`config.mk`:
```
export PLATFORM = sky130hd
export DESIGN_NAME = linear_spline_with_ratchet
export DESIGN_NICKNAME = d
export VERILOG_FILES = /design/src/rtl/lsr_pkg.sv /design/src/rtl/linear_spline_with_ratchet.sv /design/src/rtl/lsr_ram.sv /design/src/rtl/lsr_ctrl.sv /design/src/rtl/lsr_dp.sv
export SDC_FILE = /design/constraint.sdc
export NUM_CORES = 1
export LEC_CHECK = 0
export ABC_AREA = 1
export ABC_CLOCK_PERIOD_IN_PS = 6400
export BUFFER_PORTS_ARGS = -buffer_cell sky130_fd_sc_hd__buf_2
export CORE_MARGIN = 2
export CORE_UTILIZATION = 35
export CTS_CLUSTER_DIAMETER = 150
export CTS_CLUSTER_SIZE = 24
export DETAILED_ROUTE_END_ITERATION = 16
export GPL_ROUTABILITY_DRIVEN = 0
export SYNTH_ARGS = -nofsm -noshare
export SYNTH_HDL_FRONTEND = slang
export SYNTH_SLANG_ARGS = --single-unit
```
`constraint.sdc`:
```
create_clock -name clk -period 6.4 [get_ports clk]
set_clock_uncertainty 0.1 [all_clocks]
set_input_delay 0.32 -clock clk [delete_from_list [all_inputs] [get_ports clk]]
set_output_delay 0.32 -clock clk [all_outputs]
set_load 0.05 [all_outputs]
```
`src/rtl/lsr_pkg.sv`:
```
// Shared types and constants for the piecewise-linear table with ratchet.
// Used by lsr_ctrl, lsr_dp and linear_spline_with_ratchet; no dependencies.
`timescale 1ns / 1ps

package lsr_pkg;

  // Table depth, data width (Q8.8) and fraction width of the interpolation weight.
  localparam int POINTS = 8;
  localparam int DATA_W = 16;
  localparam int FRAC_W = 16;
  localparam int IDX_W  = $clog2(POINTS);
  localparam int NPTS_W = 4;
  localparam int CNT_W  = $clog2(FRAC_W);

  // Input item layout: tdata width rounded up to whole bytes.
  localparam int IN_BITS   = 4 * DATA_W + IDX_W;
  localparam int IN_DATA_W = ((IN_BITS + 7) / 8) * 8;
  localparam int CMD_W     = 2;

  // Configuration port.
  localparam int APB_AW = 3;
  localparam int APB_DW = 32;
  localparam logic REG_NUM_POINTS = 1'b0;
  localparam logic REG_RATCHET_EN = 1'b1;

  // Item commands carried in tuser.
  typedef enum logic [CMD_W-1:0] {
    CMD_EVAL   = 2'd0,
    CMD_WRITE  = 2'd1,
    CMD_PRESET = 2'd2
  } item_cmd_t;

  // Controller states.
  typedef enum logic [3:0] {
    S_IDLE,
    S_RD_FIRST,
    S_CHK_FIRST,
    S_CHK_LAST,
    S_SCAN,
    S_SETUP,
    S_DIV,
    S_MUL,
    S_SUM,
    S_OUT
  } state_t;

  // Table read pointer operations.
  typedef enum logic [2:0] {
    PTR_HOLD,
    PTR_ZERO,
    PTR_ONE,
    PTR_LAST,
    PTR_INC
  } ptr_op_t;

  // Result register sources.
  typedef enum logic [1:0] {
    RES_HOLD,
    RES_RD_LEVEL,
    RES_PREV_LEVEL,
    RES_SUM
  } res_op_t;

  // Commands from the controller to the datapath.
  typedef struct packed {
    logic    load_eval;
    logic    wr_entry;
    logic    preset;
    ptr_op_t ptr_op;
    logic    cap_prev;
    logic    cap_bracket;
    logic    setup;
    logic    div_step;
    logic    mul;
    res_op_t res_op;
    logic    emit;
  } ctrl_cmd_t;

  // Status from the datapath to the controller.
  typedef struct packed {
    logic few_points;
    logic x_le_rd;
    logic x_ge_rd;
    logic span_bad;
    logic div_done;
    logic out_free;
  } dp_stat_t;

endpackage

```
`src/rtl/linear_spline_with_ratchet.sv`:
```
// Top level of the piecewise-linear interpolation table with ratchet.
// Depends on lsr_pkg, lsr_ctrl, lsr_dp (and lsr_ram through lsr_dp).
`timescale 1ns / 1ps

// Evaluates y(x) by linear interpolation over a table of up to 8 Q8.8 knots,
// clamping to the end levels outside the table, with an optional ratchet that
// outputs the running maximum. One item is handled at a time. Table writes,
// ratchet presets and unused commands are taken without leaving the idle
// state. An evaluation checks both ends first, then scans the knots through
// the single read port of the table RAM, and a bit-serial restoring divider
// forms the weight. A reversed or empty span, or x on the left knot, ends
// with the left level. With fewer than two points in use the result is 0.
// A finished result waits in the output register, and the block takes the
// next item while it waits. Configuration: register 0 (address 0x0) is
// num_points, register 1 (address 0x4) is ratchet_enable; write them only
// while the block is idle.
module linear_spline_with_ratchet (
  input  logic                             clk,
  input  logic                             rst_n,
  // Input items
  input  logic                             in_tvalid,
  output logic                             in_tready,
  // [15:0] x, [18:16] entry_index, [34:19] knot_position,
  // [50:35] knot_level, [66:51] preset_level, [71:67] zero
  input  logic [lsr_pkg::IN_DATA_W-1:0]    in_tdata,
  // [1:0] cmd
  input  logic [lsr_pkg::CMD_W-1:0]        in_tuser,
  // Result items
  output logic                             out_tvalid,
  input  logic                             out_tready,
  // [15:0] y
  output logic [lsr_pkg::DATA_W-1:0]       out_tdata,
  // Configuration port
  input  logic                             psel,
  input  logic                             penable,
  input  logic                             pwrite,
  input  logic [lsr_pkg::APB_AW-1:0]       paddr,
  input  logic [lsr_pkg::APB_DW-1:0]       pwdata,
  output logic [lsr_pkg::APB_DW-1:0]       prdata,
  output logic                             pready
);

  localparam int DW = lsr_pkg::DATA_W;
  localparam int IW = lsr_pkg::IDX_W;

  lsr_pkg::ctrl_cmd_t                ctrl_cmd;
  lsr_pkg::dp_stat_t                 dp_stat;
  logic [lsr_pkg::NPTS_W-1:0]        num_points_r;
  logic                              ratchet_en_r;
  logic                              cfg_wr;

  // Configuration registers.
  assign pready = 1'b1;
  assign cfg_wr = psel && penable && pwrite && pready;

  always_ff @(posedge clk) begin
    if (!rst_n) begin
      num_points_r <= lsr_pkg::NPTS_W'(2);
      ratchet_en_r <= 1'b0;
    end else if (cfg_wr) begin
      if (paddr[2] == lsr_pkg::REG_NUM_POINTS) begin
        num_points_r <= pwdata[lsr_pkg::NPTS_W-1:0];
      end else begin
        ratchet_en_r <= pwdata[0];
      end
    end
  end

  // Register read-back.
  always_comb begin
    if (paddr[2] == lsr_pkg::REG_RATCHET_EN) begin
      prdata = {{(lsr_pkg::APB_DW-1){1'b0}}, ratchet_en_r};
    end else begin
      prdata = {{(lsr_pkg::APB_DW-lsr_pkg::NPTS_W){1'b0}}, num_points_r};
    end
  end

  lsr_ctrl u_ctrl (
    .clk       (clk),
    .rst_n     (rst_n),
    .in_tvalid (in_tvalid),
    .in_tready (in_tready),
    .in_cmd    (in_tuser),
    .stat      (dp_stat),
    .cmd       (ctrl_cmd)
  );

  lsr_dp u_dp (
    .clk              (clk),
    .rst_n            (rst_n),
    .cmd              (ctrl_cmd),
    .stat             (dp_stat),
    .in_x             (in_tdata[DW-1:0]),
    .in_entry_index   (in_tdata[DW+IW-1:DW]),
    .in_knot_position (in_tdata[2*DW+IW-1:DW+IW]),
    .in_knot_level    (in_tdata[3*DW+IW-1:2*DW+IW]),
    .in_preset_level  (in_tdata[4*DW+IW-1:3*DW+IW]),
    .num_points       (num_points_r),
    .ratchet_en       (ratchet_en_r),
    .out_tvalid       (out_tvalid),
    .out_tready       (out_tready),
    .out_tdata        (out_tdata)
  );

endmodule

```
`src/rtl/lsr_ram.sv`:
```
// Generic single-write, single-read RAM with a registered read port.
// No dependencies.
`timescale 1ns / 1ps

module lsr_ram #(
  parameter int WIDTH = 32,
  parameter int DEPTH = 8
) (
  input  logic                     clk,
  input  logic                     we,
  input  logic [$clog2(DEPTH)-1:0] waddr,
  input  logic [WIDTH-1:0]         wdata,
  input  logic [$clog2(DEPTH)-1:0] raddr,
  output logic [WIDTH-1:0]         rdata
);

  logic [WIDTH-1:0] mem [DEPTH];
  logic [WIDTH-1:0] rdata_r;

  // Write port and registered read port.
  always_ff @(posedge clk) begin
    if (we) begin
      mem[waddr] <= wdata;
    end
    rdata_r <= mem[raddr];
  end

  assign rdata = rdata_r;

endmodule

```
`src/rtl/lsr_ctrl.sv`:
```
// Sequencing controller: steps one item through end checks, knot scan,
// division, multiply and output. Depends on lsr_pkg.
`timescale 1ns / 1ps

module lsr_ctrl (
  input  logic                       clk,
  input  logic                       rst_n,
  input  logic                       in_tvalid,
  output logic                       in_tready,
  input  logic [lsr_pkg::CMD_W-1:0]  in_cmd,
  input  lsr_pkg::dp_stat_t          stat,
  output lsr_pkg::ctrl_cmd_t         cmd
);

  lsr_pkg::state_t state_r, state_nxt;

  // State register.
  always_ff @(posedge clk) begin
    if (!rst_n) begin
      state_r <= lsr_pkg::S_IDLE;
    end else begin
      state_r <= state_nxt;
    end
  end

  // Next state and datapath commands.
  always_comb begin
    state_nxt       = state_r;
    in_tready       = 1'b0;
    cmd             = '0;
    cmd.ptr_op      = lsr_pkg::PTR_HOLD;
    cmd.res_op      = lsr_pkg::RES_HOLD;

    case (state_r)
      lsr_pkg::S_IDLE: begin
        in_tready = 1'b1;
        if (in_tvalid) begin
          case (in_cmd)
            lsr_pkg::CMD_EVAL: begin
              cmd.load_eval = 1'b1;
              if (stat.few_points) begin
                state_nxt = lsr_pkg::S_OUT;
              end else begin
                cmd.ptr_op = lsr_pkg::PTR_ZERO;
                state_nxt  = lsr_pkg::S_RD_FIRST;
              end
            end
            lsr_pkg::CMD_WRITE: begin
              cmd.wr_entry = 1'b1;
            end
            lsr_pkg::CMD_PRESET: begin
              cmd.preset = 1'b1;
            end
            default: begin
              // Unused command: the item is dropped.
            end
          endcase
        end
      end

      // First entry is being read; queue the last entry behind it.
      lsr_pkg::S_RD_FIRST: begin
        cmd.ptr_op = lsr_pkg::PTR_LAST;
        state_nxt  = lsr_pkg::S_CHK_FIRST;
      end

      // Clamp at or below the first knot.
      lsr_pkg::S_CHK_FIRST: begin
        cmd.cap_prev = 1'b1;
        if (stat.x_le_rd) begin
          cmd.res_op = lsr_pkg::RES_RD_LEVEL;
          state_nxt  = lsr_pkg::S_OUT;
        end else begin
          cmd.ptr_op = lsr_pkg::PTR_ONE;
          state_nxt  = lsr_pkg::S_CHK_LAST;
        end
      end

      // Clamp at or above the last knot.
      lsr_pkg::S_CHK_LAST: begin
        if (stat.x_ge_rd) begin
          cmd.res_op = lsr_pkg::RES_RD_LEVEL;
          state_nxt  = lsr_pkg::S_OUT;
        end else begin
          cmd.ptr_op = lsr_pkg::PTR_INC;
          state_nxt  = lsr_pkg::S_SCAN;
        end
      end

      // Walk the knots until one lies above x; the last one always does.
      lsr_pkg::S_SCAN: begin
        if (!stat.x_ge_rd) begin
          cmd.cap_bracket = 1'b1;
          state_nxt       = lsr_pkg::S_SETUP;
        end else begin
          cmd.cap_prev = 1'b1;
          cmd.ptr_op   = lsr_pkg::PTR_INC;
        end
      end

      // Degenerate span takes the left level; otherwise start the divider.
      lsr_pkg::S_SETUP: begin
        if (stat.span_bad) begin
          cmd.res_op = lsr_pkg::RES_PREV_LEVEL;
          state_nxt  = lsr_pkg::S_OUT;
        end else begin
          cmd.setup = 1'b1;
          state_nxt = lsr_pkg::S_DIV;
        end
      end

      lsr_pkg::S_DIV: begin
        cmd.div_step = 1'b1;
        if (stat.div_done) begin
          state_nxt = lsr_pkg::S_MUL;
        end
      end

      lsr_pkg::S_MUL: begin
        cmd.mul   = 1'b1;
        state_nxt = lsr_pkg::S_SUM;
      end

      lsr_pkg::S_SUM: begin
        cmd.res_op = lsr_pkg::RES_SUM;
        state_nxt  = lsr_pkg::S_OUT;
      end

      // Hand the result to the output register once it is free.
      lsr_pkg::S_OUT: begin
        if (stat.out_free) begin
          cmd.emit  = 1'b1;
          state_nxt = lsr_pkg::S_IDLE;
        end
      end

      default: begin
        state_nxt = lsr_pkg::S_IDLE;
      end
    endcase
  end

endmodule

```
`src/rtl/lsr_dp.sv`:
```
// Datapath: knot table RAM, scan registers, restoring divider, multiplier,
// ratchet and output register. Depends on lsr_pkg and lsr_ram.
`timescale 1ns / 1ps

module lsr_dp (
  input  logic                                clk,
  input  logic                                rst_n,
  input  lsr_pkg::ctrl_cmd_t                  cmd,
  output lsr_pkg::dp_stat_t                   stat,
  input  logic signed [lsr_pkg::DATA_W-1:0]   in_x,
  input  logic        [lsr_pkg::IDX_W-1:0]    in_entry_index,
  input  logic signed [lsr_pkg::DATA_W-1:0]   in_knot_position,
  input  logic signed [lsr_pkg::DATA_W-1:0]   in_knot_level,
  input  logic signed [lsr_pkg::DATA_W-1:0]   in_preset_level,
  input  logic        [lsr_pkg::NPTS_W-1:0]   num_points,
  input  logic                                ratchet_en,
  output logic                                out_tvalid,
  input  logic                                out_tready,
  output logic        [lsr_pkg::DATA_W-1:0]   out_tdata
);

  localparam int DW = lsr_pkg::DATA_W;
  localparam int FW = lsr_pkg::FRAC_W;
  localparam int PW = DW + FW + 2;

  logic        [2*DW-1:0]           rd_data;
  logic signed [DW-1:0]             rd_knot;
  logic signed [DW-1:0]             rd_level;
  logic        [lsr_pkg::NPTS_W-1:0] n_eff;
  logic        [lsr_pkg::IDX_W-1:0] last_idx;

  logic        [lsr_pkg::IDX_W-1:0] ptr_r, ptr_nxt;
  logic signed [DW-1:0]             x_r;
  logic signed [DW-1:0]             prev_k_r, prev_l_r;
  logic signed [DW-1:0]             k1_r, l1_r;
  logic        [DW:0]               rem_r;
  logic        [DW:0]               den_r;
  logic        [FW-1:0]             q_r;
  logic        [lsr_pkg::CNT_W-1:0] cnt_r;
  logic signed [DW:0]               diff_r;
  logic signed [PW-1:0]             prod_r;
  logic signed [DW-1:0]             res_r, res_nxt;
  logic                             skip_r;
  logic signed [DW-1:0]             ratch_r;
  logic                             out_valid_r;
  logic        [DW-1:0]             out_data_r;

  logic signed [DW:0]               span_d;
  logic        [DW:0]               num_w;
  logic        [DW+1:0]             rem_sh;
  logic        [DW+2:0]             trial;
  logic                             q_bit;
  logic signed [DW-1:0]             y_val;

  // Knot table: position in the low half, level in the high half.
  lsr_ram #(
    .WIDTH (2 * DW),
    .DEPTH (lsr_pkg::POINTS)
  ) u_table (
    .clk   (clk),
    .we    (cmd.wr_entry),
    .waddr (in_entry_index),
    .wdata ({in_knot_level, in_knot_position}),
    .raddr (ptr_r),
    .rdata (rd_data)
  );

  assign rd_knot  = rd_data[DW-1:0];
  assign rd_level = rd_data[2*DW-1:DW];

  // Points in use, saturated to the table depth.
  assign n_eff = (num_points > lsr_pkg::NPTS_W'(lsr_pkg::POINTS)) ?
                 lsr_pkg::NPTS_W'(lsr_pkg::POINTS) : num_points;
  assign last_idx = lsr_pkg::IDX_W'(n_eff - lsr_pkg::NPTS_W'(1));

  // Read pointer for the table.
  always_comb begin
    case (cmd.ptr_op)
      lsr_pkg::PTR_ZERO: ptr_nxt = '0;
      lsr_pkg::PTR_ONE:  ptr_nxt = lsr_pkg::IDX_W'(1);
      lsr_pkg::PTR_LAST: ptr_nxt = last_idx;
      lsr_pkg::PTR_INC:  ptr_nxt = ptr_r + lsr_pkg::IDX_W'(1);
      default:           ptr_nxt = ptr_r;
    endcase
  end

  // Span width and divider numerator.
  assign span_d = {k1_r[DW-1], k1_r} - {prev_k_r[DW-1], prev_k_r};
  assign num_w  = {x_r[DW-1], x_r} - {prev_k_r[DW-1], prev_k_r};

  // One restoring division step; the remainder stays below the span.
  assign rem_sh = {rem_r, 1'b0};
  assign trial  = {1'b0, rem_sh} - {2'b00, den_r};
  assign q_bit  = ~trial[DW+2];

  // Result source selection; a new evaluation starts from a zero result.
  always_comb begin
    case (cmd.res_op)
      lsr_pkg::RES_RD_LEVEL:   res_nxt = rd_level;
      lsr_pkg::RES_PREV_LEVEL: res_nxt = prev_l_r;
      lsr_pkg::RES_SUM:        res_nxt = prev_l_r + prod_r[DW+FW-1:FW];
      default:                 res_nxt = res_r;
    endcase
    if (cmd.load_eval) begin
      res_nxt = '0;
    end
  end

  // Ratchet keeps the highest result when enabled.
  always_comb begin
    if (ratchet_en && !skip_r && (ratch_r > res_r)) begin
      y_val = ratch_r;
    end else begin
      y_val = res_r;
    end
  end

  // Working registers.
  always_ff @(posedge clk) begin
    ptr_r <= ptr_nxt;
    res_r <= res_nxt;
    if (cmd.load_eval) begin
      x_r    <= in_x;
      skip_r <= stat.few_points;
    end
    if (cmd.cap_prev) begin
      prev_k_r <= rd_knot;
      prev_l_r <= rd_level;
    end
    if (cmd.cap_bracket) begin
      k1_r <= rd_knot;
      l1_r <= rd_level;
    end
    if (cmd.setup) begin
      rem_r  <= num_w;
      den_r  <= span_d;
      cnt_r  <= lsr_pkg::CNT_W'(FW - 1);
      diff_r <= {l1_r[DW-1], l1_r} - {prev_l_r[DW-1], prev_l_r};
    end
    if (cmd.div_step) begin
      rem_r <= q_bit ? trial[DW:0] : rem_sh[DW:0];
      q_r   <= {q_r[FW-2:0], q_bit};
      cnt_r <= cnt_r - lsr_pkg::CNT_W'(1);
    end
    if (cmd.mul) begin
      prod_r <= $signed({1'b0, q_r}) * diff_r;
    end
  end

  // Ratchet level and output register.
  always_ff @(posedge clk) begin
    if (!rst_n) begin
      ratch_r     <= {1'b1, {(DW-1){1'b0}}};
      out_valid_r <= 1'b0;
    end else begin
      if (cmd.preset) begin
        ratch_r <= in_preset_level;
      end else if (cmd.emit && ratchet_en && !skip_r) begin
        ratch_r <= y_val;
      end
      if (cmd.emit) begin
        out_valid_r <= 1'b1;
      end else if (out_tready) begin
        out_valid_r <= 1'b0;
      end
    end
  end

  always_ff @(posedge clk) begin
    if (cmd.emit) begin
      out_data_r <= y_val;
    end
  end

  assign out_tvalid = out_valid_r;
  assign out_tdata  = out_data_r;

  // Status to the controller.
  assign stat.few_points = (num_points < lsr_pkg::NPTS_W'(2));
  assign stat.x_le_rd    = (x_r <= rd_knot);
  assign stat.x_ge_rd    = (x_r >= rd_knot);
  assign stat.span_bad   = span_d[DW] || (span_d == '0) || (x_r <= prev_k_r);
  assign stat.div_done   = (cnt_r == '0);
  assign stat.out_free   = !out_valid_r || out_tready;

endmodule
```
==> flow_summary.yaml <==
outcome:
  outcome: "complete, no violations"
route:
  wirelength_um: 79100
  dr.pass1.iters: 5
  wl_per_cell_um: 15.3
  ant_nets: 0
  drt_iter0_drc: 1690
  via_count: 24336
  drc: 0
  via_per_inst: 4.72
timing:
  slew_violations: 0
  rsz0062_at_grt: "false"
  tightest_slew_ns: 1.11
  final_hold_viol_count: 0
  setup-violations-final: 0
  finalCritPeriodShare: 0.948
  fin_crit_ns: 6.06
  tns_ns: 0
  relSlewSlack: 0.257
  max_freq_mhz: 165
floorplanning:
  die-area_mm2: 0.0999
  coreArea_mm2: 0.0966
  initial_core_util: 0.353
  io_pins: 167
  rows: 114
  die_x_um: 316
  dieHeight_um: 316
yosys:
  synth_area_leader_cell: "edfxtp_1"
  syn_inst: 3709
  syn_avg_cell_area_um2: 9.19
  yosys_warnings: 0
  synth_edf_count: 443
  synth_area_leaders: "edfxtp_1, fa_1, inv_1, ha_1, nand2_1"
  ys_ff_latch: 517
  synth_async_sr_flop_share: 0
  yosysSeqAreaShare: 0.434
  syn_area_mm2: 0.0341
  synth_top_flop_cell: "edfxtp_1"
  synthDistinctLibCells: 56
  yosysTopAreaCellShare: 0.390
pwr:
  p_leak_nw: 17.6
  peakVddDrop_mv: 0.230
  power_density_mw_per_mm2: 224
cts:
  clockBufferDepth: 3
  h-tree-depth: 1
  cts_tree: "yes"
  cts.sinks: 517
  path_clk_slew_ns: 0.12
  cts_buffers: 25
  clock-root-buffer: "clkbuf_16"
  insertion_delay_ns: 0.62
hold_path:
  hp-class: "in -> reg"
layout:
  layout.nets: 4415
  fin_util: 0.390
  synthToLayoutAreaGrowth_pct: 10.6
  layout_common_cells: "inv_1, nand2_1, edfxtp_1"
  final_layout_size_suffix_gt1_frac: 0.0745
  layout_commonest_cell: "inv_1"
grt:
  first_global_vias: 24083
  grt_max_degree: 74
  grt_pass1_wl_um: 127000
  grt_usage: 0.159
  grt-ovfl-total: 0
  antenna_found_initial: 2
place:
  hpwl_um: 57000
  numPortBuffers: 102
critical_path:
  crit_path_end_kind: "register"
  critPathArrivalTime_ns: 6.32
  timing_worst_setup_path_type: "reg -> reg"
  cp-start-kind: "register"
  cp_data_required_time_ns: 6.65
  worstPathMaxFanout: 7
job:
  cap_viol_max_count: 0
==> what timing repair did <==
action	4_1_cts	5_1_grt
buffers inserted	0	32
resized for setup	0	1
hold buffers	73	0
setup endpoints to repair	0	3
endpoints found under the hold margin	293	0
==> flip-flops by register name (all words and copies together), names as in the netlist, 17 cells and up <==
signal and flops:
u_dp.den_r 17, u_dp.u_table.rdata 32, u_dp.u_table.mem 256, u_dp.diff_r 17, u_dp.rem_r 17
==> where the power goes <==
part | switching (mW) | leakage, nW | internal (mW)
logic | 1.61 | 12.6 | 0.826
registers | 0.192 | 4.62 | 4.00
clock network | 1.06 | 0.346 | 0.756
==> synth_stat cells (6+ instances only) <==
master / instances
edfxtp_1: 443
nand2_2: 6
nand2_1: 639
nor3_1: 32
nand3b_1: 8
buf_4: 31
a21oi_1: 150
clkinv_1: 7
dfxtp_1: 74
fa_1: 213
nand3_1: 119
clkbuf_1: 120
nand4_1: 21
xor2_1: 31
a31oi_1: 36
o21ai_0: 231
or2_2: 22
a21o_1: 12
nand3_2: 19
nor2_1: 348
o22ai_1: 49
xnor2_1: 21
inv_1: 778
ha_1: 227
==> critical path: stages, from the launching register on <==
cell	delay (ns)
edfxtp_1	0.57
buf_4	0.21
nand2_1	0.05
inv_1	0.05
fa_1	0.52
inv_1	0.06
fa_1	0.44
fa_1	0.55
inv_1	0.05
fa_1	0.49
fa_1	0.49
inv_1	0.05
fa_1	0.53
inv_1	0.06
ha_1	0.33
nand2_1	0.13
inv_1	0.05
a21oi_1	0.20
o21ai_0	0.20
a221oi_2	0.26
nand2_1	0.12
nand2_1	0.08
nand2_1	0.06
xor2_1	0.15
==> final timing paths <==
kind	slack, ns	cells after the start	from	to
min reg2reg	0.35	0	u_dp.u_table.rdata[13]$_DFF_P_	u_dp.k1_r[13]$_DFFE_PP_
max reg2reg	0.34	23	u_dp.diff_r[2]$_DFFE_PP_	u_dp.prod_r[29]$_DFFE_PP_
max	0.34	23	u_dp.diff_r[2]$_DFFE_PP_	u_dp.prod_r[29]$_DFFE_PP_
min	0.03	4	pwrite	ratchet_en_r$_SDFFE_PN0P_
==> layer usage <==
metal / wire (um) / vias to the layer above / part of all wire / GRT usage
met5: 0 / - / 0 / 0
met4: 2230 / 0 / 0.028 / 0.0457
met3: 3560 / 112 / 0.045 / 0.0139
met2: 38100 / 498 / 0.48 / 0.277
met1: 35200 / 11661 / 0.45 / 0.212
li1: - / 12065 / - / -
==> per-stage QoR <==
stage	worst slack [ns]	instances	power (mW)	instance area (um2)	hold WS, ns
after CTS	0.215	5122	8.52	37400	0.00480
after global placement	0.306	5003	6.63	36000	0.333
after global routing	0.0325	5156	8.99	37700	0.0469
after detailed placement	0.297	5003	6.67	36000	0.350
after floorplan	0.636	3736	5.99	34200	0.319
final	0.335	5156	8.45	37700	0.0345
==> cell type report <==
type,count,area [um2]
Clock inverter,2,31.3
Multi-Input combinational cell,2266,15700
Antenna cell,2,5.00
Fill cell,9539,58900
Sequential cell,517,14800
Timing Repair Buffer,259,1870
Tap cell,1276,1600
Inverter,790,2970
Clock buffer,44,697
==> cell families after synthesis <==
family / Yosys count / share of synthesized area
other: 2 / 0.000220
adder cells (fa/ha/maj): 440 / 0.208
buffers and inverters: 953 / 0.109
AO/OA/AOI/OAI: 519 / 0.0835
AND/OR/NAND/NOR: 1226 / 0.151
XOR/XNOR: 52 / 0.0134
flip-flops: 517 / 0.434
Power figures use the tool's default switching activity.
